==> src/hw/rtl/kfkd_pkg.sv <==
// Package for the keyboard frame key decoder: widths, frame layout constants,
// key codes, status and register-index enums and the shared frame view struct.
// No dependencies.
`default_nettype none

package kfkd_pkg;

   // Frame layout
   localparam int FRAME_LENGTH = 11;   // bytes per frame, 6..16
   localparam int CNT_W        = $clog2(FRAME_LENGTH);

   localparam logic [CNT_W-1:0] SYNC_POS  = CNT_W'(0);
   localparam logic [CNT_W-1:0] ADDR_POS  = CNT_W'(2);
   localparam logic [CNT_W-1:0] OPHI_POS  = CNT_W'(3);
   localparam logic [CNT_W-1:0] OPLO_POS  = CNT_W'(4);
   localparam logic [CNT_W-1:0] DATA_POS  = CNT_W'(5);
   localparam logic [CNT_W-1:0] LAST_POS  = CNT_W'(FRAME_LENGTH - 1);

   localparam logic [7:0] SYNC_BYTE = 8'h55;

   // Opcode high byte values
   localparam logic [7:0] OPHI_NAV    = 8'h00;
   localparam logic [7:0] OPHI_ENTER  = 8'h01;
   localparam logic [7:0] OPHI_REWIND = 8'h02;
   localparam logic [7:0] OPHI_NUMBER = 8'h20;
   localparam logic [7:0] OPHI_RETURN = 8'h25;
   localparam logic [7:0] OPHI_PAUSE  = 8'h80;

   // Opcode low byte values under OPHI_NAV
   localparam logic [7:0] OPLO_RIGHT = 8'h02;
   localparam logic [7:0] OPLO_LEFT  = 8'h04;
   localparam logic [7:0] OPLO_UP    = 8'h08;
   localparam logic [7:0] OPLO_DOWN  = 8'h10;
   localparam logic [7:0] OPLO_FFWD  = 8'h20;
   localparam logic [7:0] OPLO_SETUP = 8'h5D;

   // Number key data range
   localparam logic [7:0] NUM_FIRST = 8'h01;
   localparam logic [7:0] NUM_LAST  = 8'h18;

   // Key codes
   localparam int KEY_W = 6;
   localparam logic [KEY_W-1:0] KEY_NONE     = 6'd0;
   localparam logic [KEY_W-1:0] KEY_RIGHT    = 6'd1;
   localparam logic [KEY_W-1:0] KEY_LEFT     = 6'd2;
   localparam logic [KEY_W-1:0] KEY_FFWD     = 6'd3;
   localparam logic [KEY_W-1:0] KEY_UP       = 6'd4;
   localparam logic [KEY_W-1:0] KEY_DOWN     = 6'd5;
   localparam logic [KEY_W-1:0] KEY_SETUP    = 6'd6;
   localparam logic [KEY_W-1:0] KEY_ENTER    = 6'd7;
   localparam logic [KEY_W-1:0] KEY_REWIND   = 6'd8;
   localparam logic [KEY_W-1:0] KEY_NUM_BASE = 6'd8;
   localparam logic [KEY_W-1:0] KEY_RETURN   = 6'd33;
   localparam logic [KEY_W-1:0] KEY_PAUSE    = 6'd34;

   // Result status
   typedef enum logic [1:0] {
      STATUS_ERROR    = 2'd0,
      STATUS_FILLING  = 2'd1,
      STATUS_COMPLETE = 2'd2
   } status_type;

   // Configuration register indexes
   localparam int CSR_IDX_W = 2;
   typedef enum logic [CSR_IDX_W-1:0] {
      CSR_DEVICE_ADDRESS = 2'd0,
      CSR_PLAYBACK_MODE  = 2'd1
   } csr_idx_type;

   // Framer view of the byte just taken, with the key fields of the frame
   typedef struct packed {
      status_type status;
      logic [7:0] addr;
      logic [7:0] op_hi;
      logic [7:0] op_lo;
      logic [7:0] data;
   } frame_view_type;

endpackage

`default_nettype wire

==> src/hw/rtl/kfkd_framer.sv <==
// Frame tracker: byte counter, sync/error checks and capture of the address,
// opcode and data bytes. Uses kfkd_pkg.
`default_nettype none

module kfkd_framer
   import kfkd_pkg::*;
(
   input  wire logic           clock,
   input  wire logic           reset,
   input  wire logic           take,
   input  wire logic [7:0]     rx_byte,
   input  wire logic           rx_error,
   output frame_view_type      view
);

   logic [CNT_W-1:0] count_ff, count_in;
   logic [7:0]       addr_ff, ophi_ff, oplo_ff, data_ff;
   logic             store;

   assign store = take && !rx_error;

   always_comb begin
      // Fields captured earlier, or the byte in flight when it lands on that slot
      view.addr  = (count_ff == ADDR_POS) ? rx_byte : addr_ff;
      view.op_hi = (count_ff == OPHI_POS) ? rx_byte : ophi_ff;
      view.op_lo = (count_ff == OPLO_POS) ? rx_byte : oplo_ff;
      view.data  = (count_ff == DATA_POS) ? rx_byte : data_ff;
      if (rx_error) begin
         view.status = STATUS_ERROR;
         count_in    = '0;
      end else if (count_ff == SYNC_POS && rx_byte != SYNC_BYTE) begin
         view.status = STATUS_ERROR;
         count_in    = '0;
      end else if (count_ff == LAST_POS) begin
         view.status = STATUS_COMPLETE;
         count_in    = '0;
      end else begin
         view.status = STATUS_FILLING;
         count_in    = count_ff + CNT_W'(1);
      end
   end

   always_ff @(posedge clock) begin
      if (reset) begin
         count_ff <= '0;
      end else if (take) begin
         count_ff <= count_in;
      end
   end

   // Every frame rewrites these slots before it can complete
   always_ff @(posedge clock) begin
      if (store) begin
         addr_ff <= view.addr;
         ophi_ff <= view.op_hi;
         oplo_ff <= view.op_lo;
         data_ff <= view.data;
      end
   end

endmodule

`default_nettype wire

==> config.mk <==
export PLATFORM = sky130hd
export DESIGN_NAME = kfkd_framer
export DESIGN_NICKNAME = d
export VERILOG_FILES = /design/src/hw/rtl/kfkd_pkg.sv /design/src/hw/rtl/kfkd_framer.sv
export SDC_FILE = /design/constraint.sdc
export NUM_CORES = 1
export LEC_CHECK = 0
export BUFFER_PORTS_ARGS = -buffer_cell sky130_fd_sc_hd__buf_2
export CORE_ASPECT_RATIO = 2
export CORE_UTILIZATION = 55
export DETAILED_ROUTE_END_ITERATION = 10
export GPL_TIMING_DRIVEN = 0
export PLACE_DENSITY_LB_ADDON = 0.12
export RECOVER_POWER = 50
export SLEW_MARGIN = 25
export SYNTH_ARGS = -nofsm -noshare
export SYNTH_HDL_FRONTEND = slang
export SYNTH_SLANG_ARGS = --single-unit
==> constraint.sdc <==
create_clock -name clock -period 4.1 [get_ports clock]
set_input_delay 0.82 -clock clock [delete_from_list [all_inputs] [get_ports clock]]
set_output_delay 0.82 -clock clock [all_outputs]
set_load 0.01 [all_outputs]
==> flow_summary.ini, run 1 <==
[route]
wirelength_um = 3390
drc = 0
via_per_inst = 5.82
routedWlPerCell_um = 17.8
drt_iter0_drc = 31
via_count = 1111
dr.pass1.iters = 4
ant_nets = 0

[grt]
grt_pass1_wl_um = 5010
grt_pass1_vias = 1080
overflow = 0
grt_use_total_pct = 23.2
grt_max_degree = 21
antenna_found_initial = 0

[critical_path]
path_class = in -> reg
start_kind = input pin
critPathMaxFanout = 20
critPathCaptureType = register
rr_startpoint = count_ff[1]$_SDFFE_PP0P_
reg2reg_to = oplo_ff[2]$_DFFE_PP_
cp.required_ns = 4.28
max_stage_delay_ns = 1.02
r2r_cells = 5
cpMostUsedCell = clkbuf_1
cp_cell_sequence = clkbuf_1 > nor2b_1 > clkbuf_1 > nand2_1 > o32ai_1
slowest_stage = nor2b_1
r2r_setup_slack_ns = 2.17
critPathArrivalTime_ns = 3.38

[power_and_ir_drop]
switching_share_pct = 20.9
power_switching_uw = 146
power_frac_seq_pct = 59.6
pwr_density_cell_nw_per_um2 = 345
ir_worst_vdd_mv = 0.395
p_leak_nw = 0.762
internal_power_uw = 550
clkPwrFrac_pct = 33.3
p_comb_share_pct = 7.1

[timing]
setup_ws_ns = 0.904
fin_crit_sh_pct = 78.0
max_slew_margin_pct = 15.8
totalNegativeSetupSlack_ns = 0
max_freq_mhz = 313
hold_viol = 0
setup_viol = 0
tightestPinTransition_ns = 1.26
rsz0062_at_grt = false
min_period_ns = 3.20
fin_skew_ns = 0.00588
finalMaxSlewViolations = 0

[cts]
root_buffer = clkbuf_8
hold_buffers = 0
numCtsBuffers = 5
cts.clk_slew.worst_paths_ns = 0.07
post_cts_buffers = 0
clk_latency_ns = 0.28
cts_tree = done
cts_resized = 0
cts_sinks = 36
cts.path.max_buffers = 2
h-tree-depth = 2

[min_path]
hold_path_class = reg -> reg
min_from = addr_ff[1]$_DFFE_PP_
worstHoldEndpoint = addr_ff[1]$_DFFE_PP_
min_path_cells = 1

[synth]
synth_area_um2 = 1680
yosys_most_used_dff = edfxtp_1
synth.distinct_cells = 29
synth-seq-cells = 36
syn_inst = 108
synth_edf_count = 32
seq_area_frac_synth_pct = 62.0
syn-num-nets = 120
synth_area_per_cell_um2 = 15.5
synthArstFlopShare_pct = 0
yosys_warnings = 0

[run_status]
status = finished clean

[finish]
area_growth_pct = 20.0
final_common_cell = buf_2
antennaDiodeCount = 0
nets = 172
drive_gt1_share_pct = 43.5
nFillCells = 228
final_cell_mix = buf_2 (44), edfxtp_1 (32), mux2_1 (16), mux2_2 (16), clkbuf_1 (7)

[die]
placementRows = 28
design.die.area_um2 = 3290
die_w_um = 41.1
fp.dieH_um = 80.1
ios = 46
core_area_um2 = 2940
start_util_pct = 57.1

[placed_design]
post-dp-hpwl_um = 2460
preCtsSetupSlack_ns = 1.56
place_congestion = 0.703
io_buffer_count = 44

[job]
maxCapViolCount = 0
state kept, by name (all words and copies together), names as in the netlist:
register  cells
addr_ff       8
ophi_ff       8
data_ff       8
count_ff      4
oplo_ff       8
power by group through the flow:
stage          clock network (mW)  registers (mW)  logic, mW
6_report                    0.231           0.415     0.0494
5_1_grt                     0.249           0.416     0.0533
4_1_cts                     0.238           0.415     0.0545
3_5_place_dp                    0           0.423     0.0543
3_3_place_gp                    0           0.423     0.0477
2_1_floorplan                   0           0.422     0.0261
cell families after synthesis:
family | after synthesis | synth area share, %
muxes | 32 | 21.5
buffers and inverters | 10 | 3.35
and+or+nand+nor | 19 | 8.35
AOI/OAI and AO/OA | 9 | 3.80
DFF | 36 | 62.0
xor gates and xnor gates | 2 | 1.04
worst max-delay path, delay by kind of cell:
kind / cells / cell delay [ns]
buffers and inverters: 2 / 1.19
and+or+nand+nor: 2 / 1.18
AOI/OAI and AO/OA: 1 / 0.18
synth_stat cells, drive strengths merged, types with 2 or more instances:
| cell type | instances | area share [%] |
|---|---|---|
| xor2 | 2 | 1.0 |
| o21ai | 2 | 0.60 |
| edfxtp | 32 | 57 |
| and3 | 2 | 0.75 |
| dfxtp | 4 | 4.8 |
| nor2 | 4 | 0.89 |
| nand4bb | 2 | 1.3 |
| nor2b | 2 | 0.75 |
| a211oi | 2 | 0.89 |
| nand2 | 3 | 0.82 |
| nor4 | 2 | 0.75 |
| mux2 | 32 | 21 |
| inv | 3 | 0.67 |
| buf | 6 | 2.5 |
metrics by stage:
| stage | utilization, % | std cells | cell area (µm²) | hold WS [ns] | power [mW] |
|---|---|---|---|---|---|
| global placement | 65.8 | 182 | 1940 | 0.534 | 0.470 |
| detailed placement | 67.0 | 183 | 1970 | 0.555 | 0.477 |
| floorplan | - | 108 | 1680 | 0.508 | 0.448 |
| CTS | 69.7 | 191 | 2050 | 0.571 | 0.707 |
| global route | 68.5 | 191 | 2010 | 0.581 | 0.718 |
| finish | 68.5 | 191 | 2010 | 0.552 | 0.695 |
metal layers:
layer | vias to the layer above | track usage, % | wire, µm
met5 | - | 0 | 0
met4 | 0 | 9.00 | 40
met3 | 4 | 5.25 | 114
met2 | 32 | 40.2 | 1930
met1 | 552 | 24.9 | 1300
li1 | 523 | - | -
cell type report:
cell class	count	area (µm²)	area share [%]
inverter	3	11.3	0.559
multi-input combinational	62	579	28.8
buffer	7	41.3	2.05
clock inverter	1	3.75	0.186
tap	30	37.5	1.86
timing repair buffer	45	224	11.1
sequential	36	1040	51.7
clock buffer	7	76.3	3.79
worst max path at each step:
stage / slack (ns) / from / end
after floorplan: 1.11 / take / addr_ff[0]$_DFFE_PP_
after global placement: 0.58 / take / addr_ff[6]$_DFFE_PP_
after detailed placement: 1.56 / rx_byte[7] / view[32]
after CTS: 1.30 / count_ff[2]$_SDFFE_PP0P_ / view[27]
after global routing: 0.80 / take / count_ff[0]$_SDFFE_PP0P_
final: 0.90 / take / count_ff[0]$_SDFFE_PP0P_
Note: power is estimated with default switching activity, not from simulation.
==> inputs of run 2 (changes only) <==
--- a/config.mk
+++ b/config.mk
@@ -5,9 +5,10 @@
 export SDC_FILE = /design/constraint.sdc
 export NUM_CORES = 1
 export LEC_CHECK = 0
+export ABC_AREA = 1
 export BUFFER_PORTS_ARGS = -buffer_cell sky130_fd_sc_hd__buf_2
 export CORE_ASPECT_RATIO = 2
-export CORE_UTILIZATION = 55
+export CORE_UTILIZATION = 46
 export DETAILED_ROUTE_END_ITERATION = 10
 export GPL_TIMING_DRIVEN = 0
 export PLACE_DENSITY_LB_ADDON = 0.12
==> constraint.sdc (replaced) <==
create_clock -name clock -period 2.9 [get_ports clock]
set_input_delay 0.58 -clock clock [delete_from_list [all_inputs] [get_ports clock]]
set_output_delay 0.58 -clock clock [all_outputs]
set_load 0.01 [all_outputs]
==> run 2 against run 1 <==
Net effect:
- the flow now finishes with violations (DRC)
- setup slack got worse by 0.52 ns
- largest power group unchanged
- critical endpoint is now view[15]
- design area decreased by 2.3%
- critical path type is now reg -> out
- register-to-register slack got worse by 0.93 ns
- via count increased by 18%
==> flow_summary.ini, run 2 <==
[finish]
final_area_um2 = 1970
final_common_cell = nand2_1
nFillCells = 273
drive_gt1_share_pct = 27.6
nets = 225
antennaDiodeCount = 0
final_cell_mix = nand2_1 (48), buf_2 (44), edfxtp_1 (32), o21ai_0 (24), inv_1 (13)
area_growth_pct = 23.5

[route]
routedWlPerCell_um = 15.0
via_per_inst = 5.35
drc = 2
wirelength_um = 3690
via_count = 1310
dr.pass1.iters = 7
drt_iter0_drc = 60
ant_nets = 0

[critical_path]
critPathMaxFanout = 10
cp.required_ns = 2.32
critPathArrivalTime_ns = 1.94
critPathCaptureType = output port
start_kind = register
path_class = reg -> out

[synth]
synth_area_per_cell_um2 = 9.96
synth_commonest_cells = nand2_1 (48), edfxtp_1 (32), o21ai_1 (32)
synthArstFlopShare_pct = 0
synth_area_leaders = edfxtp_1 (60%), nand2_1 (11%), o21ai_1 (10%)
syn_inst = 160
yosys_most_used_dff = edfxtp_1
synth_top_area_share_pct = 60.3
synth_edf_count = 32
synth.distinct_cells = 15
yosysMostFrequentCell = nand2_1
synth-seq-cells = 36
syn-num-nets = 172
seq_area_frac_synth_pct = 65.3
synth_area_um2 = 1590
yosys_warnings = 0
synth_largest_area_cell = edfxtp_1

[cts]
h-tree-depth = 2
clk_latency_ns = 0.28
cts_tree = done
numCtsBuffers = 5
root_buffer = clkbuf_8
cts.path.max_buffers = 2
cts.clk_slew.worst_paths_ns = 0.07
cts_resized = 0
hold_buffers = 0
post_cts_buffers = 0
cts_sinks = 36

[die]
die_w_um = 43.6
fp.dieH_um = 85.3
start_util_pct = 49.4
design.die.area_um2 = 3720
core_area_um2 = 3230
placementRows = 29
ios = 46

[timing]
finalMaxSlewViolations = 0
max_slew_margin_pct = 2.96
rsz0062_at_grt = false
tightestPinTransition_ns = 1.45
fin_skew_ns = 0.00230
hold_viol = 0
max_freq_mhz = 397
holdWs_ns = 0.568
setup_viol = 0
fin_crit_sh_pct = 86.9
min_period_ns = 2.52

[grt]
antenna_found_initial = 0
overflow = 0
grt_max_degree = 18
grt_pass1_wl_um = 5860
grt_use_total_pct = 21.6
grt_pass1_vias = 1269

[job]
maxCapViolCount = 0

[power_and_ir_drop]
pwr_density_cell_nw_per_um2 = 549
ir_worst_vdd_mv = 0.408
p_leak_nw = 0.896

[placed_design]
io_buffer_count = 45
post-dp-hpwl_um = 2780
placed_cell_area_um2 = 1880
place_congestion = 0.829

[run_status]
violations = DRC
status = finished, violations left

[min_path]
hold_path_class = reg -> reg
-- run 2: cell count changes in the layout (fill, tap and decap cells not counted), sizes merged, moves of 4 or more --
cell,delta
mux2,-32
nand2,+46
inv,+13
a21oi,+4
nor2,+5
nand3,+6
o21ai,+31
-- run 2: per-stage QoR --
stage | utilization, % | total power, mW | TNS, ns | instances | setup slack [ns]
floorplan | - | 0.638 | 0 | 160 | 0.483
global placement | 57.5 | 0.670 | -2.67 | 236 | -0.0838
detailed placement | 58.2 | 0.676 | 0 | 237 | 0.852
CTS | 61.5 | 1.09 | 0 | 245 | 0.612
global route | 60.9 | 1.12 | 0 | 245 | 0.259
finish | 60.9 | 1.08 | 0 | 245 | 0.381
-- run 2: layout make-up --
cell class / count / area (µm²) / area share, %
Sequential cell: 36 / 1040 / 52.9
Multi-Input combinational cell: 104 / 468 / 23.8
Timing Repair Buffer: 46 / 239 / 12.1
Clock buffer: 5 / 68.8 / 3.50
Inverter: 16 / 60.1 / 3.05
Tap cell: 31 / 38.8 / 1.97
Clock inverter: 3 / 37.5 / 1.91
Buffer: 4 / 15.0 / 0.763
-- run 2: path summary, 6_finish.rpt --
path                                  from                    to  slack (ns)  cells past startpoint
hold reg to reg       ophi_ff[0]$_DFFE_PP_  ophi_ff[0]$_DFFE_PP_        0.57                      2
hold / removal        ophi_ff[0]$_DFFE_PP_  ophi_ff[0]$_DFFE_PP_        0.57                      2
setup / recovery  count_ff[2]$_SDFFE_PP0P_              view[15]        0.38                      6
setup reg to reg  count_ff[2]$_SDFFE_PP0P_  oplo_ff[7]$_DFFE_PP_        1.24                      5
-- run 2: logic make-up (layout without fill, tap and decap cells) --
logic type / after synthesis / after routing / share of synthesized area, %
DFF: 36 / 36 / 65.3
and+or+nand+nor: 65 / 65 / 17.3
buffers and inverters: 20 / 74 / 5.02
AOI/OAI and AO/OA: 39 / 39 / 12.4
-- run 2: power breakdown --
group | internal, mW | leakage (nW) | switching, mW
clock | 0.250 | 0.0532 | 0.169
sequential | 0.583 | 0.333 | 0.00466
combinational | 0.0260 | 0.510 | 0.0485
-- run 2: layer usage --
metal  vias up  share of wire (%)  global-route usage, %
li1        650                  -                      -
met1       598                 38                   22.9
met2        55                 55                   38.5
met3         7                5.2                   4.89
met4         0                2.2                   10.2
met5         -                  0                      0
-- run 2: worst max-delay path, cell delays in order (launching register included) --
cell and delay (ns):
dfxtp_1 0.37, inv_1 0.09, nor2_2 0.16, nand3_1 0.24
clkbuf_1 0.28, o21ai_0 0.31, buf_2 0.19
