==> config.mk <==
export PLATFORM = sky130hd
export DESIGN_NAME = kfkd_key_decode
export DESIGN_NICKNAME = d
export VERILOG_FILES = /design/src/hw/rtl/kfkd_pkg.sv /design/src/hw/rtl/kfkd_key_decode.sv
export SDC_FILE = /design/constraint.sdc
export NUM_CORES = 1
export LEC_CHECK = 0
export BUFFER_PORTS_ARGS = -buffer_cell sky130_fd_sc_hd__buf_4
export CAP_MARGIN = 5
export CORE_MARGIN = 4
export CORE_UTILIZATION = 26
export DETAILED_ROUTE_END_ITERATION = 8
export GPL_ROUTABILITY_DRIVEN = 0
export GPL_TIMING_DRIVEN = 1
export PLACE_DENSITY = 0.68
export SLEW_MARGIN = 10
export SYNTH_ARGS = -nofsm -noshare
export SYNTH_HDL_FRONTEND = slang
export SYNTH_SLANG_ARGS = --single-unit
==> constraint.sdc <==
create_clock -name vclk -period 1.9
set_input_delay 0.19 -clock vclk [all_inputs]
set_output_delay 0.19 -clock vclk [all_outputs]
set_load 0.01 [all_outputs]
==> src/hw/rtl/kfkd_pkg.sv <==
// Package for the keyboard frame key decoder: widths, frame layout constants,
// key codes, status and register-index enums and the shared frame view struct.
// No dependencies.
`default_nettype none

package kfkd_pkg;

   // Frame layout
   localparam int FRAME_LENGTH = 11;   // bytes per frame, 6..16
   localparam int CNT_W        = $clog2(FRAME_LENGTH);

   localparam logic [CNT_W-1:0] SYNC_POS  = CNT_W'(0);
   localparam logic [CNT_W-1:0] ADDR_POS  = CNT_W'(2);
   localparam logic [CNT_W-1:0] OPHI_POS  = CNT_W'(3);
   localparam logic [CNT_W-1:0] OPLO_POS  = CNT_W'(4);
   localparam logic [CNT_W-1:0] DATA_POS  = CNT_W'(5);
   localparam logic [CNT_W-1:0] LAST_POS  = CNT_W'(FRAME_LENGTH - 1);

   localparam logic [7:0] SYNC_BYTE = 8'h55;

   // Opcode high byte values
   localparam logic [7:0] OPHI_NAV    = 8'h00;
   localparam logic [7:0] OPHI_ENTER  = 8'h01;
   localparam logic [7:0] OPHI_REWIND = 8'h02;
   localparam logic [7:0] OPHI_NUMBER = 8'h20;
   localparam logic [7:0] OPHI_RETURN = 8'h25;
   localparam logic [7:0] OPHI_PAUSE  = 8'h80;

   // Opcode low byte values under OPHI_NAV
   localparam logic [7:0] OPLO_RIGHT = 8'h02;
   localparam logic [7:0] OPLO_LEFT  = 8'h04;
   localparam logic [7:0] OPLO_UP    = 8'h08;
   localparam logic [7:0] OPLO_DOWN  = 8'h10;
   localparam logic [7:0] OPLO_FFWD  = 8'h20;
   localparam logic [7:0] OPLO_SETUP = 8'h5D;

   // Number key data range
   localparam logic [7:0] NUM_FIRST = 8'h01;
   localparam logic [7:0] NUM_LAST  = 8'h18;

   // Key codes
   localparam int KEY_W = 6;
   localparam logic [KEY_W-1:0] KEY_NONE     = 6'd0;
   localparam logic [KEY_W-1:0] KEY_RIGHT    = 6'd1;
   localparam logic [KEY_W-1:0] KEY_LEFT     = 6'd2;
   localparam logic [KEY_W-1:0] KEY_FFWD     = 6'd3;
   localparam logic [KEY_W-1:0] KEY_UP       = 6'd4;
   localparam logic [KEY_W-1:0] KEY_DOWN     = 6'd5;
   localparam logic [KEY_W-1:0] KEY_SETUP    = 6'd6;
   localparam logic [KEY_W-1:0] KEY_ENTER    = 6'd7;
   localparam logic [KEY_W-1:0] KEY_REWIND   = 6'd8;
   localparam logic [KEY_W-1:0] KEY_NUM_BASE = 6'd8;
   localparam logic [KEY_W-1:0] KEY_RETURN   = 6'd33;
   localparam logic [KEY_W-1:0] KEY_PAUSE    = 6'd34;

   // Result status
   typedef enum logic [1:0] {
      STATUS_ERROR    = 2'd0,
      STATUS_FILLING  = 2'd1,
      STATUS_COMPLETE = 2'd2
   } status_type;

   // Configuration register indexes
   localparam int CSR_IDX_W = 2;
   typedef enum logic [CSR_IDX_W-1:0] {
      CSR_DEVICE_ADDRESS = 2'd0,
      CSR_PLAYBACK_MODE  = 2'd1
   } csr_idx_type;

   // Framer view of the byte just taken, with the key fields of the frame
   typedef struct packed {
      status_type status;
      logic [7:0] addr;
      logic [7:0] op_hi;
      logic [7:0] op_lo;
      logic [7:0] data;
   } frame_view_type;

endpackage

`default_nettype wire

==> src/hw/rtl/kfkd_key_decode.sv <==
// Key decode of a completed frame: address match, opcode table and
// playback-only keys. Uses kfkd_pkg.
`default_nettype none

module kfkd_key_decode
   import kfkd_pkg::*;
(
   input  wire frame_view_type   view,
   input  wire logic [7:0]       device_address,
   input  wire logic             playback_mode,
   output logic [KEY_W-1:0]      key_code
);

   logic [KEY_W-1:0] op_key;
   logic [KEY_W-1:0] nav_key;

   always_comb begin
      case (view.op_lo)
         OPLO_RIGHT: nav_key = KEY_RIGHT;
         OPLO_LEFT:  nav_key = KEY_LEFT;
         OPLO_FFWD:  nav_key = playback_mode ? KEY_FFWD : KEY_NONE;
         OPLO_UP:    nav_key = KEY_UP;
         OPLO_DOWN:  nav_key = KEY_DOWN;
         OPLO_SETUP: nav_key = KEY_SETUP;
         default:    nav_key = KEY_NONE;
      endcase
   end

   always_comb begin
      unique case (view.op_hi)
         OPHI_NAV:    op_key = nav_key;
         OPHI_ENTER:  op_key = KEY_ENTER;
         OPHI_REWIND: op_key = playback_mode ? KEY_REWIND : KEY_NONE;
         OPHI_NUMBER: begin
            if (view.data >= NUM_FIRST && view.data <= NUM_LAST) begin
               op_key = KEY_NUM_BASE + view.data[KEY_W-1:0];
            end else begin
               op_key = KEY_NONE;
            end
         end
         OPHI_RETURN: op_key = KEY_RETURN;
         OPHI_PAUSE:  op_key = KEY_PAUSE;
         default:     op_key = KEY_NONE;
      endcase
   end

   // Only a complete frame for this receiver carries a key
   assign key_code = (view.status == STATUS_COMPLETE && view.addr == device_address)
                     ? op_key : KEY_NONE;

endmodule

`default_nettype wire

==> impl_results.rst, run 1 <==
.. list-table::
   :header-rows: 1

   * - Metric
     - Value
   * - Synth Net Count
     - 118
   * - Met3 layer usage reported by global route
     - 0.03662
   * - Pre-CTS WS
     - 0.01824 ns
   * - Cell count of the worst hold path
     - 5
   * - Required @ worst endpoint
     - 1.71 ns
   * - Pin count of the biggest net entering global routing
     - 9
   * - Max-capacitance violation count
     - 0
   * - Avg Vias per Cell
     - 5.238
   * - Maximum fanout encountered on the critical timing path
     - 5
   * - Initial Util
     - 0.2723
   * - Hpwl dp
     - 1662 um
   * - Final period utilization
     - 0.9709
   * - Total number of vias
     - 791
   * - Nets
     - between 150 and 200
   * - Gate power share
     - 1.000
   * - Number of nets with antenna violations after routing
     - 0
   * - Finished layout cell area
     - a little under 1000 um2
   * - Mean Syn Cell Area
     - a little over 7 um2
   * - Syn. warnings
     - 0
   * - Storage element area
     - 0 um2
   * - DRC violations left
     - 0
   * - Shortest clock period the worst path allows after layout
     - 1.845 ns
   * - Worst rel slew slack
     - 0.7506
   * - Clock buffer instance count of the final layout
     - 0
   * - DIE AREA
     - 2844 um2
   * - Final total power
     - 154.8 uW
   * - Final Slew Violations
     - 0
   * - Most heavily used metal layer in global routing
     - met2
   * - Total net switching power
     - 62.88 uW
   * - Num sequential
     - 0
   * - Largest stage delay, worst path
     - 0.32 ns
   * - Top achievable clock speed
     - 542.1 MHz
   * - Netlist Area Pre-Place
     - 534.3 um2
   * - Routed wirelength normalized by instance count
     - 12.83 um
   * - Die Span X
     - 53.33 um
   * - Share of synthesized area occupied by flip-flops and latches
     - 0
   * - Overflow after GRT
     - 0
   * - Internal power
     - roughly 92 uW
   * - Std-Cell Rows
     - 16
   * - Worst path most repeated cell
     - buf_4
   * - Proportion of power drawn by the clock network
     - 0
   * - Hold_sp
     - view[19]
   * - Cell Count Post-Placement
     - 151
   * - Core ar.
     - 1962 um2
   * - Via count of the first global-routing pass
     - 765
   * - Overall routed net length
     - 1937 um
   * - Proportion of layout cells with a drive suffix above 1
     - 0.5081
   * - Ports placed on the boundary
     - 49
   * - Critical Path AT
     - between 1.5 and 2 ns
   * - Wire length of the first global-routing pass
     - 3139 um
   * - Overall routing resource usage
     - 0.1400
   * - Highest-count cells in the layout ignoring fill and taps
     - buf_4, xnor2_1, nor4_1
   * - Cell Chain, Critical Path
     - buf_4, nor4_1, o21ai_1, a2111oi_2, buf_4, a21boi_1, buf_4
   * - RSZ-0062 raised after global routing
     - yes
   * - Standard cell with the maximum stage delay on the critical path
     - nor4_1
   * - Synth cell types
     - 34
   * - Worst IR drop on VDD
     - 0.08070 mV
   * - N_diodes
     - 0
   * - Sequential fraction of design power
     - 0
   * - Final Worst Setup Slack
     - 0.05536 ns
   * - Worst hold-check slack
     - about 0.83 ns
   * - Power density relative to cell area
     - 155.8 nW/um2
   * - Proportion of total power due to net switching
     - 0.4062
   * - Layout Cells excl Fill
     - 151
   * - Leakage dissipation
     - approximately 0.00041 uW
   * - Commonest non-fill, non-tap cell in the layout
     - buf_4
   * - Grt met2 use
     - 0.2490
   * - Buffers added on ports
     - 49
   * - Number of antenna violations at the first check in global routing
     - 0
   * - Area growth from synthesis to final layout
     - 85.95%
   * - Area after detailed placement
     - 945.9 um2
   * - Met1 GRT Util
     - 0.1683
   * - Crit Path Class
     - primary input to primary output
   * - Final Hold Viols
     - 0
   * - Number of DRC markers in iteration 0
     - 16
   * - Worst Hold End
     - key_code[2]
   * - Startpoint class of the critical path
     - primary input
   * - Post-synthesis cell count
     - 74
   * - Count of hold-fix buffers inserted at cts
     - 0
   * - Detailed Routing Iterations Pass 1
     - 4
   * - Hold Path Class
     - primary input to primary output
   * - Height of the chip
     - 53.33 um
   * - Filler instances
     - 206
   * - Critical path endpoint category
     - primary output
   * - Result of the run
     - complete, no violations
   * - Transition time at the pin with the least slew margin
     - 0.3707 ns
   * - Final setup vio count
     - 0
## critical path, delay by kind of cell
| family | cells | cell delay [ns] |
|---|---|---|
| compound gates | 3 | 0.69 |
| simple gates | 1 | 0.32 |
| buf+inv | 3 | 0.45 |
## repair_timing
item                       in CTS  in global routing
resized for setup               0                  9
setup buffers                   0                  0
setup endpoints to repair       0                  5
## synth_stat cells, types with 2 or more instances
cell type  number  area share
and3_1          2       0.023
and4b_2         2       0.042
inv_1           3       0.021
nand2_1         3       0.021
nand3_1         2       0.019
nand3b_1        2       0.028
nor2_1          3       0.021
nor3_1          4       0.037
nor4_1          9        0.11
nor4b_1         2       0.033
o21a_1          2       0.028
o21ai_0         2       0.019
o31a_1          2       0.033
or4_1           5       0.070
xnor2_1        12        0.20
## logic make-up after synthesis
| group | synth area share |
|---|---|
| fa+ha+maj | 0.02342 |
| mux | 0.01874 |
| buf+inv | 0.05853 |
| xor+xnor | 0.1967 |
| compound gates | 0.2506 |
| simple gates | 0.4520 |
## metal layers
metal / wire length, um / vias up
li1: - / 404
met1: 740 / 339
met2: 905 / 44
met3: 266 / 4
met4: 25 / 0
met5: 0 / -
## power groups by stage
stage / combinational [uW] / clock (uW) / sequential (uW)
floorplan: 53.6 / 0 / 0
global placement: 145 / 0 / 0
detailed placement: 148 / 0 / 0
CTS: 149 / 0 / 0
global route: 171 / 0 / 0
finish: 155 / 0 / 0
## area by class of cell
class,count,area (um2),share of cell area
Multi-Input combinational cell,68,546.8,0.5504
Timing Repair Buffer,53,401.6,0.4043
Tap cell,27,33.78,0.03401
Inverter,3,11.26,0.01134
## stage by stage
stage	TNS, ns	util
after global routing	-0.1173	0.5064
after floorplan	0	-
after detailed placement	0	0.4821
after global placement	0	0.4821
final	0	0.5064
after CTS	0	0.4821
## worst max-delay path by stage
stage               cells past startpoint     endpoint     start  slack, ns
CTS                                     6  key_code[1]  view[16]       0.01
detailed placement                      6  key_code[1]  view[16]       0.02
floorplan                               5  key_code[2]  view[16]       0.06
global placement                        5  key_code[2]  view[16]       0.06
finish                                  7  key_code[2]  view[19]       0.06
global route                            7  key_code[2]  view[17]      -0.05
Note: power is estimated with default switching activity, not from simulation.
==> run 2: changes to the inputs <==
--- a/config.mk
+++ b/config.mk
@@ -5,14 +5,16 @@
 export SDC_FILE = /design/constraint.sdc
 export NUM_CORES = 1
 export LEC_CHECK = 0
+export ABC_AREA = 1
 export BUFFER_PORTS_ARGS = -buffer_cell sky130_fd_sc_hd__buf_4
 export CAP_MARGIN = 5
+export CORE_ASPECT_RATIO = 1.75
 export CORE_MARGIN = 4
 export CORE_UTILIZATION = 26
 export DETAILED_ROUTE_END_ITERATION = 8
 export GPL_ROUTABILITY_DRIVEN = 0
 export GPL_TIMING_DRIVEN = 1
-export PLACE_DENSITY = 0.68
+export PLACE_DENSITY = 0.59
 export SLEW_MARGIN = 10
 export SYNTH_ARGS = -nofsm -noshare
 export SYNTH_HDL_FRONTEND = slang
==> run 2 against run 1 <==
Compared with the run above:
- via count rose by 51%
- non-clock buffer count fell by 4
- global-route usage down 2.4 points
- count of clock-buffer cells in the layout unchanged
- final area is 33% higher
- core utilization fell by 11 points
- total power increased by 22%
- synthesized area grew 69%
- die area up 58%
==> impl_results.rst, run 2 <==
.. list-table::
   :header-rows: 1

   * - Metric
     - Value
   * - Result of the run
     - complete, no violations
   * - Filler instances
     - 433 (+110%)
   * - Setup TNS after final layout
     - 0 ns (unchanged)
   * - Util after Layout
     - 0.3940 (-0.1124)
   * - Post-cts sizing count
     - 0 (unchanged)
   * - Leakage dissipation
     - 0.0007788 uW (+89%)
   * - Highest-count cells in the layout ignoring fill and taps
     - nand2_1, nor2_1, buf_4
   * - Post-synthesis cell count
     - 195 (+160%)
   * - Proportion of layout cells with a drive suffix above 1
     - 0.3238 (-0.1843)
   * - DIE AREA
     - 4508 um2 (+58%)
   * - Final Hold Viols
     - 0 (unchanged)
   * - Critical Path AT
     - 1.23 ns (-0.42 ns)
   * - Total number of vias
     - 1194 (+51%)
   * - Number of DRC markers in iteration 0
     - 10 (-6)
   * - RSZ-0062 raised after global routing
     - no
   * - Via count of the first global-routing pass
     - 1153 (+51%)
   * - Top achievable clock speed
     - 705.6 MHz (+30%)
   * - Number of antenna violations at the first check in global routing
     - 0 (unchanged)
   * - Area growth from synthesis to final layout
     - 47.08%
   * - Power density relative to cell area
     - 142.4 nW/um2 (-8.6%)
   * - Adder-Cell Fraction of Synth Area
     - 0.01389 (-0.009530)
   * - Worst IR drop on VDD
     - 0.04706 mV (-42%)
   * - Proportion of synthesized area in mux cells
     - 0 (-0.01874)
   * - Layout Cells excl Fill
     - 289 (+91%)
   * - Initial Util
     - 0.2679 (-0.004464)
   * - Required @ worst endpoint
     - 1.71 ns (about the same)
   * - Largest family of logic cells by synthesized area
     - simple AND/OR/NAND/NOR gates
   * - Finished layout cell area
     - 1325 um2 (+33%)
   * - Clock buffer instance count of the final layout
     - 0 (unchanged)
   * - Ports placed on the boundary
     - 49 (unchanged)
   * - Overall routed net length
     - 2627 um (+36%)
   * - Nets
     - 290 (+71%)
   * - Crit Path Class
     - primary input to primary output
   * - Storage element area
     - 0 um2 (unchanged)
   * - Transition time at the pin with the least slew margin
     - 0.3259 ns (-0.04474 ns)
   * - Mean Syn Cell Area
     - 4.620 um2 (-36%)
   * - Synth Net Count
     - 239 (+100%)
   * - Commonest non-fill, non-tap cell in the layout
     - nand2_1
   * - Worst hold-check slack
     - 0.7770 ns (-0.04861 ns)
   * - Shortest clock period the worst path allows after layout
     - 1.417 ns (-0.4275 ns)
   * - Die Span X
     - 52.50 um (-1.6%)
   * - Final period utilization
     - 0.7459 (-0.2250)
   * - Final setup vio count
     - 0 (unchanged)
   * - Dominant cell by count in the synthesized netlist
     - nand2_1
   * - Pin count of the biggest net entering global routing
     - 6 (-3)
   * - Detailed Routing Iterations Pass 1
     - 4 (unchanged)
   * - Critical path endpoint category
     - primary output
   * - Core ar.
     - 3363 um2 (+71%)
   * - Synth cell count leaders
     - nand2_1, nor2_1, inv_1
   * - Overall routing resource usage
     - 0.1157 (-0.02433)
   * - Hpwl dp
     - 2484 um (+49%)
   * - Number of nets with antenna violations after routing
     - 0 (unchanged)
   * - Overflow after GRT
     - 0 (unchanged)
   * - Final Slew Violations
     - 0 (unchanged)
   * - Std-Cell Rows
     - 28 (+12)
   * - DRC violations left
     - 0 (unchanged)
   * - Share of synthesized area occupied by flip-flops and latches
     - 0 (unchanged)
   * - Post-Synth XOR/XNOR Area
     - 0.03889 (-0.1578)
   * - Simple-gate share of the synthesized area
     - 0.7486 (+0.2966)
   * - Maximum fanout encountered on the critical timing path
     - 3 (-2)
   * - Cell Count Post-Placement
     - 289 (+91%)
   * - Syn. warnings
     - 0 (unchanged)
   * - Count of hold-fix buffers inserted at cts
     - 0 (unchanged)
   * - Hold Path Class
     - primary input to primary output
   * - Startpoint class of the critical path
     - primary input
   * - Post-CTS setup repair buffer count
     - 0 (unchanged)
   * - Biggest area consumer among synthesized cells
     - nand2_1
   * - Compound-gate portion of the synthesized area
     - 0.04028 (-0.2103)
   * - Wire length of the first global-routing pass
     - 4278 um (+36%)
   * - Max-capacitance violation count
     - 0 (unchanged)
   * - Height of the chip
     - 85.87 um (+61%)
   * - Routed wirelength normalized by instance count
     - 9.090 um (-29%)
   * - Area contributors post-synth
     - nand2_1, nor2_1, inv_1, nand3_1, nor2_4
   * - Worst rel slew slack
     - 0.7810 (+0.03044)
   * - Num sequential
     - 0 (unchanged)
   * - Buffers added on ports
     - 49 (unchanged)
   * - Avg Vias per Cell
     - 4.131 (-21%)
   * - N_diodes
     - 0 (unchanged)
   * - Netlist Area Pre-Place
     - 900.9 um2 (+69%)
   * - Area after detailed placement
     - 1325 um2 (+40%)
   * - Share of Yosys cell area claimed by the top area cell type
     - 0.2458 (+0.04911)
   * - Synth cell types
     - 22 (-35%)
run 2: changes by cell type after synthesis, moves of 8 or more:
cell     delta
nand2_1    +56
xnor2_1     -9
nor4_1      -9
inv_1      +27
nand3_1    +11
inv_2       +8
nor2_1     +48
run 2: logic make-up after synthesis:
family,count (synthesis)
xor+xnor,4
simple gates,147
compound gates,5
buf+inv,38
fa+ha+maj,1
run 2: stage by stage:
step	setup WS, ns	power, uW
after detailed placement	0.4670	191.4
after global placement	0.4643	190.5
after global routing	0.3351	215.7
after floorplan	0.7841	89.82
final	0.4828	188.6
after CTS	0.4635	192.2
run 2: critical path, cell delays in order:
cell     delay (ns)
buf_4          0.11
nor3_1         0.31
nand3_2        0.14
nor2_1         0.13
nand2_1        0.08
a21oi_2        0.14
buf_4          0.13
run 2: metal layers:
layer,global-route usage,up-vias,part of all wire
met4,0,0,0
met2,0.2624,32,0.59
met3,0.01043,0,0.065
met1,0.1048,488,0.35
li1,-,674,-
met5,0,-,0
run 2: worst paths after layout:
| path | start | end | slack, ns | cells past startpoint |
|---|---|---|---|---|
| min | playback_mode | key_code[3] | 0.78 | 4 |
| max | view[6] | key_code[3] | 0.48 | 7 |
run 2: area by class of cell:
type                       count  area [um2]  area share
inverter                      38       142.6      0.1076
timing repair buffer          49       367.9      0.2776
multi-input combinational    157       758.2      0.5722
tap                           45       56.30     0.04249
run 2: power breakdown:
group          internal [uW]  switching (uW)  total (uW)
Combinational           95.3            93.4         189
Sequential                 0               0           0
Clock                      0               0           0
==> run 3: changes to the inputs <==
--- a/config.mk
+++ b/config.mk
@@ -5,16 +5,15 @@
 export SDC_FILE = /design/constraint.sdc
 export NUM_CORES = 1
 export LEC_CHECK = 0
-export ABC_AREA = 1
+export ABC_AREA = 0
 export BUFFER_PORTS_ARGS = -buffer_cell sky130_fd_sc_hd__buf_4
 export CAP_MARGIN = 5
-export CORE_ASPECT_RATIO = 1.75
 export CORE_MARGIN = 4
 export CORE_UTILIZATION = 26
 export DETAILED_ROUTE_END_ITERATION = 8
 export GPL_ROUTABILITY_DRIVEN = 0
 export GPL_TIMING_DRIVEN = 1
-export PLACE_DENSITY = 0.59
+export PLACE_DENSITY = 0.7
 export SLEW_MARGIN = 10
 export SYNTH_ARGS = -nofsm -noshare
 export SYNTH_HDL_FRONTEND = slang
==> constraint.sdc (replaced) <==
create_clock -name vclk -period 1.2
set_input_delay 0.12 -clock vclk [all_inputs]
set_output_delay 0.12 -clock vclk [all_outputs]
set_load 0.01 [all_outputs]
==> run 3 against run 2 <==
Compared with the run above:
- the run now ends with negative setup slack left
- combinational power increased by 92%
- die area decreased by 37%
- total power up 92%
- first-iteration DRC count fell by 30%
- final cell count down 39%
- core utilization rose by 31 points
- flip-flop and latch count stayed put
- critical path depth fell by 1
- non-clock buffer count increased by 29
- wire length shrank 9.7%
- hold slack lost 0.061 ns
- largest power group unchanged
==> impl_results.rst, run 3 (synthesis results as in run 1) <==
.. list-table::
   :header-rows: 1

   * - Metric
     - Value
   * - Result of the run
     - finished with violations
   * - Violations in the final reports
     - negative setup slack
   * - Overflow after GRT
     - 0 (unchanged)
   * - Storage element area
     - 0 um2 (unchanged)
   * - Proportion of layout cells with a drive suffix above 1
     - 0.6711 (+0.3474)
   * - Routed wirelength normalized by instance count
     - 13.48 um (+48%)
   * - Ports placed on the boundary
     - 49 (unchanged)
   * - Final setup vio count
     - 6 (+6)
   * - Number of nets with antenna violations after routing
     - 0 (unchanged)
   * - Crit Path Class
     - primary input to primary output
   * - Required @ worst endpoint
     - 1.08 ns (-0.63 ns)
   * - Die Span X
     - 53.33 um (+1.6%)
   * - Number of DRC markers in iteration 0
     - 7 (-3)
   * - Via count of the first global-routing pass
     - 947 (-18%)
   * - Wire length of the first global-routing pass
     - 3643 um (-15%)
   * - Std-Cell Rows
     - 16 (-43%)
   * - Num sequential
     - 0 (unchanged)
   * - Final Hold Viols
     - 0 (unchanged)
   * - Transition time at the pin with the least slew margin
     - 0.3897 ns (+0.06379 ns)
   * - Finished layout cell area
     - 1383 um2 (+4.3%)
   * - Pin count of the biggest net entering global routing
     - 8 (+2)
   * - Startpoint class of the critical path
     - primary input
   * - Commonest non-fill, non-tap cell in the layout
     - buf_4
   * - Worst IR drop on VDD
     - 0.1776 mV (+280%)
   * - DRC violations left
     - 0 (unchanged)
   * - Most heavily used metal layer in global routing
     - met2
   * - Overall routing resource usage
     - 0.1649 (+0.04922)
   * - Total number of vias
     - 899 (-25%)
   * - Buffers added on ports
     - 49 (unchanged)
   * - Leakage dissipation
     - 0.0005736 uW (-26%)
   * - Number of antenna violations at the first check in global routing
     - 0 (unchanged)
   * - RSZ-0062 raised after global routing
     - yes
   * - Final total power
     - 361.8 uW (+92%)
   * - Critical Path AT
     - 1.56 ns (+0.33 ns)
   * - Met1 GRT Util
     - 0.1898 (+0.08495)
   * - N_diodes
     - 0 (unchanged)
   * - Height of the chip
     - 53.33 um (-38%)
   * - Hold Path Class
     - primary input to primary output
   * - Setup TNS after final layout
     - -2.449 ns (-2.449 ns)
   * - Core ar.
     - 1962 um2 (-42%)
   * - Final Slew Violations
     - 0 (unchanged)
   * - Met3 layer usage reported by global route
     - 0.01127 (+0.0008328)
   * - Hpwl dp
     - 1927 um (-22%)
   * - Grt met2 use
     - 0.3388 (+0.07633)
   * - Nets
     - 195 (-33%)
   * - Shortest clock period the worst path allows after layout
     - around 1.7 ns
   * - Highest-count cells in the layout ignoring fill and taps
     - buf_4, xnor2_1, buf_6
   * - Worst rel slew slack
     - 0.7402 (-0.04085)
   * - DIE AREA
     - 2844 um2 (-37%)
   * - Clock buffer instance count of the final layout
     - 0 (unchanged)
   * - CP Launch Point
     - view[2]
   * - Critical path endpoint category
     - primary output
   * - Area growth from synthesis to final layout
     - 158.8%
   * - Area after detailed placement
     - 1154 um2 (-13%)
   * - End point of the critical path
     - key_code[2]
   * - Final Worst Setup Slack
     - -0.4829 ns (-0.9657 ns)
   * - Filler instances
     - 160 (-63%)
   * - Max-capacitance violation count
     - 0 (unchanged)
   * - Avg Vias per Cell
     - 5.108 (+24%)
   * - Overall routed net length
     - 2373 um (-9.7%)
   * - Power density relative to cell area
     - 261.7 nW/um2 (+84%)
   * - Pre-CTS WS
     - -0.5383 ns (-1.005 ns)
   * - Maximum fanout encountered on the critical timing path
     - 2 (-1)
   * - Top achievable clock speed
     - between 500 and 600 MHz
   * - Cell count of the worst hold path
     - 4 (unchanged)
   * - Cell Count Post-Placement
     - 173 (-40%)
   * - Initial Util
     - 0.2723 (+0.004464)
   * - Layout Cells excl Fill
     - 176 (-39%)
   * - Count of hold-fix buffers inserted at cts
     - 0 (unchanged)
   * - Final period utilization
     - 1.402
   * - Detailed Routing Iterations Pass 1
     - 4 (unchanged)
-- run 3: cell types whose count changed in the layout (fill, tap and decap cells not counted), sizes merged, moves of 4 or more --
cell | before | now
a21oi | 4 | 0
buf | 49 | 78
inv | 38 | 3
nand2 | 67 | 3
nand3 | 15 | 2
nor2 | 59 | 3
nor4 | 0 | 9
or4 | 0 | 5
xnor2 | 3 | 12
-- run 3: where the power goes --
group          internal, uW  switching [uW]  total [uW]
Combinational           216             146         362
Sequential                0               0           0
Clock                     0               0           0
Total                   216             146         362
-- run 3: worst min-delay path by stage --
stage / start / end / slack (ns)
finish: view[17] / key_code[3] / 0.72
global route: view[17] / key_code[3] / 0.75
CTS: view[17] / key_code[3] / 0.74
detailed placement: view[17] / key_code[3] / 0.71
global placement: view[17] / key_code[3] / 0.71
floorplan: view[19] / key_code[2] / 0.40
-- run 3: final cells by class --
cell class | count | area, um2 | share of cell area
timing repair buffer | 78 | 641.9 | 0.4643
inverter | 3 | 11.26 | 0.008145
tap | 27 | 33.78 | 0.02443
multi-input combinational | 68 | 695.7 | 0.5032
-- run 3: repair_timing --
| item | 4_1_cts | 5_1_grt |
|---|---|---|
| gates cloned | 0 | 0 |
| pin swaps | 7 | 11 |
| endpoints found under the hold margin | 0 | 0 |
| buffers inserted | 1 | 2 |
| endpoints found under the setup margin | 6 | 6 |
| gates resized for setup | 21 | 17 |
-- run 3: critical path, cell delays in order --
cell,delay [ns]
buf_6,0.10
o311a_1,0.34
a41o_1,0.23
or4_4,0.51
a21boi_2,0.13
buf_4,0.13
-- run 3: through the flow --
stage | utilization | hold slack, ns
floorplan | - | 0.4004
global placement | 0.5880 | 0.7120
detailed placement | 0.5880 | 0.7094
CTS | 0.6441 | 0.7360
global route | 0.7047 | 0.7492
finish | 0.7047 | 0.7159
-- run 3: layer usage --
layer	vias to the layer above	share of wire
li1	453	-
met1	403	0.40
met2	41	0.51
met3	2	0.074
met4	0	0.011
met5	-	0
